`src/ramr_pkg.sv`:
```
// shared types and command codes for the rational arithmetic unit
package ramr_pkg;

    localparam logic [1:0] CMD_MAKE = 2'd0;
    localparam logic [1:0] CMD_ADD  = 2'd1;
    localparam logic [1:0] CMD_MUL  = 2'd2;

    // control that travels alongside each beat in the divider chain
    typedef struct packed {
        logic valid;
        logic is_den;
    } t_div_ctl;

endpackage

```
`src/ramr_cell.sv`:
```
// one restoring-division step: takes one quotient bit, hands the beat on
module ramr_cell #(
    parameter int MW = 32
) (
    input  logic                i_clk,
    input  logic                i_rst_n,
    input  ramr_pkg::t_div_ctl  i_ctl,
    input  logic [MW-1:0]       i_rem,
    input  logic [MW-1:0]       i_dq,
    input  logic [MW-1:0]       i_dvs,
    output ramr_pkg::t_div_ctl  o_ctl,
    output logic [MW-1:0]       o_rem,
    output logic [MW-1:0]       o_dq,
    output logic [MW-1:0]       o_dvs
);
    import ramr_pkg::*;

    logic [MW:0]   trial;
    logic [MW:0]   diff;
    logic          ge;
    logic [MW-1:0] n_rem;
    logic [MW-1:0] n_dq;

    always_comb begin
        trial = {i_rem, i_dq[MW-1]};
        diff  = trial - {1'b0, i_dvs};
        ge    = !diff[MW];
        n_rem = ge ? diff[MW-1:0] : trial[MW-1:0];
        // dividend bits leave at the top, quotient bits enter at the bottom
        n_dq  = {i_dq[MW-2:0], ge};
    end

    always_ff @(posedge i_clk) begin
        if (!i_rst_n) begin
            o_ctl <= '0;
        end else begin
            o_ctl <= i_ctl;
        end
        o_rem <= n_rem;
        o_dq  <= n_dq;
        o_dvs <= i_dvs;
    end

endmodule

```
`src/ramr_chain.sv`:
```
// row of division cells: a beat enters each cycle, its quotient leaves from the last cell
module ramr_chain #(
    parameter int MW = 32
) (
    input  logic                i_clk,
    input  logic                i_rst_n,
    input  ramr_pkg::t_div_ctl  i_ctl,
    input  logic [MW-1:0]       i_dividend,
    input  logic [MW-1:0]       i_divisor,
    output ramr_pkg::t_div_ctl  o_ctl,
    output logic [MW-1:0]       o_quotient
);
    import ramr_pkg::*;

    t_div_ctl      ctl [0:MW];
    logic [MW-1:0] rem [0:MW];
    logic [MW-1:0] dq  [0:MW];
    logic [MW-1:0] dvs [0:MW];

    assign ctl[0] = i_ctl;
    assign rem[0] = '0;
    assign dq[0]  = i_dividend;
    assign dvs[0] = i_divisor;

    for (genvar g = 0; g < MW; g++) begin : g_cell
        ramr_cell #(.MW(MW)) u_cell (
            .i_clk  (i_clk),
            .i_rst_n(i_rst_n),
            .i_ctl  (ctl[g]),
            .i_rem  (rem[g]),
            .i_dq   (dq[g]),
            .i_dvs  (dvs[g]),
            .o_ctl  (ctl[g+1]),
            .o_rem  (rem[g+1]),
            .o_dq   (dq[g+1]),
            .o_dvs  (dvs[g+1])
        );
    end

    assign o_ctl      = ctl[MW];
    assign o_quotient = dq[MW];

endmodule
```
`config.mk`:
```
export PLATFORM = sky130hd
export DESIGN_NAME = ramr_chain
export DESIGN_NICKNAME = d
export VERILOG_FILES = /design/src/ramr_pkg.sv /design/src/ramr_cell.sv /design/src/ramr_chain.sv
export SDC_FILE = /design/constraint.sdc
export NUM_CORES = 2
export LEC_CHECK = 0
export BUFFER_PORTS_ARGS = -buffer_cell sky130_fd_sc_hd__clkbuf_2
export CAP_MARGIN = 20
export CELL_PAD_IN_SITES_DETAIL_PLACEMENT = 2
export CELL_PAD_IN_SITES_GLOBAL_PLACEMENT = 2
export CORE_AREA = 2 2 388 775
export CTS_CLUSTER_SIZE = 25
export DETAILED_ROUTE_END_ITERATION = 8
export DIE_AREA = 0 0 390 777
export PLACE_DENSITY_LB_ADDON = 0.1
export SKIP_LAST_GASP = 1
export SLEW_MARGIN = 20
export SYNTH_ARGS = -nofsm -noshare
export SYNTH_HDL_FRONTEND = slang
export SYNTH_SLANG_ARGS = --single-unit
```
`constraint.sdc`:
```
create_clock -name i_clk -period 4.7 [get_ports i_clk]
set_input_delay 0.705 -clock i_clk [delete_from_list [all_inputs] [get_ports i_clk]]
set_output_delay 0.705 -clock i_clk [all_outputs]
set_load 0.02 [all_outputs]
```
### Yosys cells after proc, flatten, opt, wreduce, memory -nomap -nowiden

Index checks and enable logic that the tools add are counted.

| word-level totals | value |
|---|---|
| bits in registers | 3072 |
| input port bits | 68 |
| output and inout bits | 34 |
| word-level logic and storage cells | 254 |

| cells by class | value |
|---|---|
| add/subtract/negate cells | 32 |
| mux-type cells | 31 |
| reductions and logical operators | 32 |

Operators with widths:

| operator | count |
|---|---|
| subtractor 33 x 32 -> 33 bit | 31 |
| 2-to-1 mux 32 bit | 30 |
| subtractor 1 x 32 -> 33 bit | 1 |
| zero test 1 bit | 32 |
| 2-to-1 mux 1 bit | 1 |

### Longest topological paths before layout

| logic depth | value |
|---|---|
| depth after elaboration | 2 |
| depth in mapped cells | 16 |
| depth with buffers taken out | 15 |

### Modules after synthesis

A second synthesis with hierarchy kept.

| second synthesis, totals | value |
|---|---|
| cell total of the unflattened synthesis | 12976 |
| area total of the unflattened synthesis | 138255.1 um2 |

Modules (own cells, without submodules):

| module | times used | cells an instance | area each (um2) | sequential area each (um2) |
|---|---|---|---|---|
| ramr_cell (g_cell[22].u_cell ...) | 15 | 406 | 4339.2 | 1961.9 |
| ramr_cell (g_cell[0].u_cell ...) | 11 | 405 | 4332.9 | 1961.9 |
| ramr_cell (g_cell[10].u_cell ...) | 3 | 405 | 4337.9 | 1961.9 |
| ramr_cell (g_cell[30].u_cell ...) | 3 | 405 | 4162.7 | 1961.9 |
| ramr_chain | 1 | 1 | 3.8 | 0.0 |

### Worst setup path after synthesis

OpenSTA, ideal clock, no wires.

| path | value |
|---|---|
| kind | register -> register |
| start point | register g_cell[19].u_cell.o_dq[31] |
| end point | register g_cell[20].u_cell.o_rem[10] |
| setup time | 0.121 ns |
| data arrival time | 3.522 ns |
| data required time | 4.579 ns |
| path slack | 1.057 ns |
| stages on the path, launching flop included | 16 |
| path buffers | 1 |
| clock period less this slack | 3.643 ns |
| cell sequence | dfxtp_1 > inv_1 > ha_1 > fa_1 > nor2b_1 > o21ai_0 > a21boi_1 > o221a_2 > o31a_2 > a221oi_2 > o31a_1 > o31ai_1 > o221ai_1 > xnor2_2 > buf_2 > mux2_2 |

| on the way | value |
|---|---|
| word-level cells in the longest chain between the ends | 2 |

Ends and longest elaborated chain:

| element | line | source |
|---|---|---|
| start: declaration | ramr_cell.sv:13 | `output logic [MW-1:0] o_dq,` |
| start signal: assignment | ramr_cell.sv:40 | `o_dq <= n_dq;` |
| subtractor 33 x 32 -> 33 bit | ramr_cell.sv:26 | `diff = trial - {1'b0, i_dvs};` |
| 2-to-1 mux 32 bit | ramr_cell.sv:28 | `n_rem = ge ? diff[MW-1:0] : trial[MW-1:0];` |
| net g_cell[20].u_cell.n_rem[10] | ramr_cell.sv:21 | `logic [MW-1:0] n_rem;` |
| end signal: assignment | ramr_cell.sv:39 | `o_rem <= n_rem;` |
| end: declaration | ramr_cell.sv:12 | `output logic [MW-1:0] o_rem,` |

The timed path passes the listed nets, and every way through them passes these cells.
A chain may end at the register's enable or synchronous reset.

### Worst setup path after layout

| path | value |
|---|---|
| start point | register g_cell[16].u_cell.o_dq[31] |
| end point | register g_cell[17].u_cell.o_rem[1] |

| on the way | value |
|---|---|
| word-level cells in the longest chain between the ends | 2 |

Ends and longest elaborated chain:

| element | line |
|---|---|
| start: declaration | ramr_cell.sv:13 |
| start signal: assignment | ramr_cell.sv:40 |
| subtractor 33 x 32 -> 33 bit | ramr_cell.sv:26 |
| 2-to-1 mux 32 bit | ramr_cell.sv:28 |
| net g_cell[17].u_cell.n_rem[1] | ramr_cell.sv:21 |
| end signal: assignment | ramr_cell.sv:39 |
| end: declaration | ramr_cell.sv:12 |

The timed path passes the listed nets, and every way through them passes these cells.

==> qor.yml <==
status: "finished clean"
p_int_uw: 77870
clock_skew_ps: 94.27
maxCapViolations: 0
synth_area_leaders: "dfxtp_1 49%, ha_1 10%, mux2_2 6.8%, inv_1 3.7%, xnor2_1 3.6%"
r2r_start: "g_cell[16].u_cell.o_dq[31]"
hp-class: "in2reg"
reg2reg_depth: 22
ys.warnings.count: 0
slew_headroom: 0.06118
pre_cts_ws_ps: -178.6
num_rows: 283
dp_hpwl_um: 324300
routed-via-count: 90318
area_growth_pct: 15.25
synth.yosys.seq_area_share: 0.4940
antenna_found_initial: 23
final_area_mm2: 0.1435
die_area_mm2: 0.3030
cpPeakStageDelay_ps: 470
clock_power_share: 0.195
seq_power_share: 0.298
grt_max_degree: 65
yosysMostFrequentCell: "dfxtp_1"
timing.rr.end: "g_cell[17].u_cell.o_rem[1]"
placed_area_mm2: 0.1322
hold_depth: 1
finalWorstSetupSlack_ps: 52.37
mappedNetlistArea_mm2: 0.1245
ys_seq_elements: 3072
dr.pass1.iters: 5
avgSynthCellArea_um2: 10.37
synth_async_sr_flop_share: 0
htreeDepth: 5
drt_iter0_drc: 2033
crit_top_cell: "buf_4"
grt_pass1_wl_um: 633900
pwr-share-comb: 0.507
tightest_slew_ps: 1406
layout-drive-gt1-share: 0.1480
crit_slowest_cell: "fa_1"
ff2ff_setup_slack_ps: 50
clock-sinks: 3072
pwr_density_cell_mw_per_mm2: 902.0
hold_viol: 0
synth_top_area_share: 0.4940
yosysUniqueCellTypes: 101
viasPerCell: 5.399
irDropWorstVdd_mv: 0.5074
die-width_um: 390
rsz0062_at_grt: "true"
floorplan.die.height_um: 777
synth_enable_flop_cells: 0
ant_nets: 0
path_clk_slew_ps: 70
core_mm2: 0.2967
drc: 0
synth_commonest_cells: "3,072 x dfxtp_1, 1,225 x inv_1, 993 x ha_1, 795 x a21oi_1, 748 x mux2_2"
p_sw_frac: 0.3983
yosys.area.top_type: "dfxtp_1"
p_switching_uw: 51550
crit_fanout: 16
ioPinCount: 102
cts_tree: "done"
fin_hold_ws_ps: 66.06
io_buffers: 101
grt_usage: 0.2765
nets: 13687
period_needed_ps: 4648
hold_end: "g_cell[0].u_cell.o_dvs[8]"
synth_cells: 12010
crit_path_cell_trace: "inv_1, ha_1, fa_1, nor2b_2, o21ai_1, a21boi_2, buf_4, o21ai_0, buf_4, a31oi_4, buf_4, a211oi_1, buf_4, o31a_1, o21ai_1, a21oi_1, buf_4, xor2_4, buf_12, buf_12, buf_4, mux2i_1"
numCtsBuffers: 291
crit_type: "reg2reg"
required_ps: 5500
clk_path_buf_depth: 4
max_freq_ghz: 0.2152
initial_core_util: 0.4196
wl_per_cell_um: 25.31
grt.overflow.total: 0
grt_pass1_vias: 107725
root_buffer: "clkbuf_16"
end_kind: "flop"
place_congestion: 1.032
finalCritPeriodShare: 0.9889
drv_slew: 0
synth_top_flop_cell: "dfxtp_1"
setup-tns-final_ps: 0
hold_start: "i_divisor[8]"
p_leak_uw: 0.06626
arrival_ps: 5450
clkLatencyLatePin_ps: 940
setup_viol: 0
start_kind: "flop"
wl_um: 423400
[placed cells by master (no fill, tap or decap), types with 70 or more instances in the layout]
| master | n |
|---|---|
| dfxtp_1 | 3070 |
| inv_1 | 1225 |
| ha_1 | 993 |
| a21oi_1 | 786 |
| mux2_2 | 748 |
| nand2_1 | 557 |
| o21ai_0 | 544 |
| xnor2_1 | 508 |
| nor2_1 | 484 |
| a21o_1 | 463 |
| buf_4 | 358 |
| clkbuf_16 | 297 |
| xor2_1 | 279 |
| nand3_1 | 166 |
| nor2b_1 | 158 |
| o21a_1 | 145 |
| nand2b_1 | 123 |
| a31oi_1 | 118 |
| and2_1 | 108 |
| nand4_1 | 102 |
| clkbuf_2 | 101 |
| nor3_1 | 82 |
| o21bai_1 | 81 |
| clkbuf_8 | 73 |
| mux2i_1 | 70 |
[power by group through the flow]
stage	Clock, µW	Sequential [µW]	Combinational [µW]
after floorplan	0	36400	43300
after global placement	0	38300	60700
after detailed placement	0	38800	63900
after CTS	25900	38600	65900
after global routing	27000	39200	70600
final	25300	38600	65600
[repair_timing]
action / 4_1_cts / 5_1_grt
hold buffers: 63 / 0
gates cloned: 2 / 0
hold endpoints to repair: 63 / 0
pin swaps: 5 / 3
gates resized for setup: 39 / 21
endpoints found under the setup margin: 439 / 246
setup buffers: 9 / 3
[routing by layer]
| layer | vias up | global-route usage | part of all wire |
|---|---|---|---|
| li1 | 42466 | - | - |
| met1 | 44775 | 0.1669 | 0.24 |
| met2 | 1673 | 0.6228 | 0.63 |
| met3 | 1390 | 0.03441 | 0.023 |
| met4 | 14 | 0.2619 | 0.11 |
| met5 | - | 0 | 0.00022 |
[flip-flops by register name, summed over array words and instances (netlist names)]
name,cells
g_cell.u_cell.o_ctl,64
g_cell.u_cell.o_rem,992
g_cell.u_cell.o_dq,1024
g_cell.u_cell.o_dvs,992
[worst max-delay path: cells and delay by family (launching register included)]
kind | cells | cell delay, ps
xor gates and xnor gates | 1 | 140
DFF | 1 | 370
muxes | 1 | 360
and+or+nand+nor | 1 | 190
adders and majority gates | 2 | 740
buffers and inverters | 9 | 1420
AOI/OAI and AO/OA | 8 | 1290
[stage by stage]
step,total power [µW],util,std cells
after detailed placement,102800,0.4456,16073
after CTS,130300,0.4826,16659
after floorplan,79730,-,12024
final,129400,0.4835,16730
after global routing,136800,0.4834,16716
after global placement,99030,0.4456,16072
[kinds of logic (layout without fill, tap and decap cells)]
family / after synthesis / count (layout) / share of synthesized area
adder cells (fa/ha/maj): 1023 / 1023 / 0.1046
AO/OA/AOI/OAI: 2727 / 2727 / 0.1410
AND/OR/NAND/NOR: 2027 / 2027 / 0.07961
multiplexers: 844 / 844 / 0.07622
other: 1 / 83 / 0.00003012
XOR/XNOR: 809 / 809 / 0.05703
buffers and inverters: 1507 / 2298 / 0.04750
flip-flops: 3072 / 3072 / 0.4940
[worst max-delay path by stage]
stage | from | end | slack (ps)
floorplan | g_cell[19].u_cell.o_dq[31] | g_cell[20].u_cell.o_rem[10] | 1060
global placement | g_cell[18].u_cell.o_dq[31] | g_cell[19].u_cell.o_rem[3] | -300
detailed placement | g_cell[18].u_cell.o_dq[31] | g_cell[19].u_cell.o_rem[5] | -180
CTS | g_cell[8].u_cell.o_rem[1] | g_cell[9].u_cell.o_rem[17] | 5
global route | g_cell[16].u_cell.o_dq[31] | g_cell[17].u_cell.o_rem[7] | -100
finish | g_cell[16].u_cell.o_dq[31] | g_cell[17].u_cell.o_rem[1] | 50
[area by class of cell]
cell class | count | area [µm²]
inverter | 1225 | 4598
fill | 30108 | 153200
clock inverter | 102 | 1465
multi-input combinational | 7445 | 57740
tap | 3847 | 4813
clock buffer | 410 | 8587
sequential | 3072 | 61500
timing repair buffer | 561 | 4606
antenna | 68 | 170.2
No activity file was read; power rests on OpenSTA's default activity.
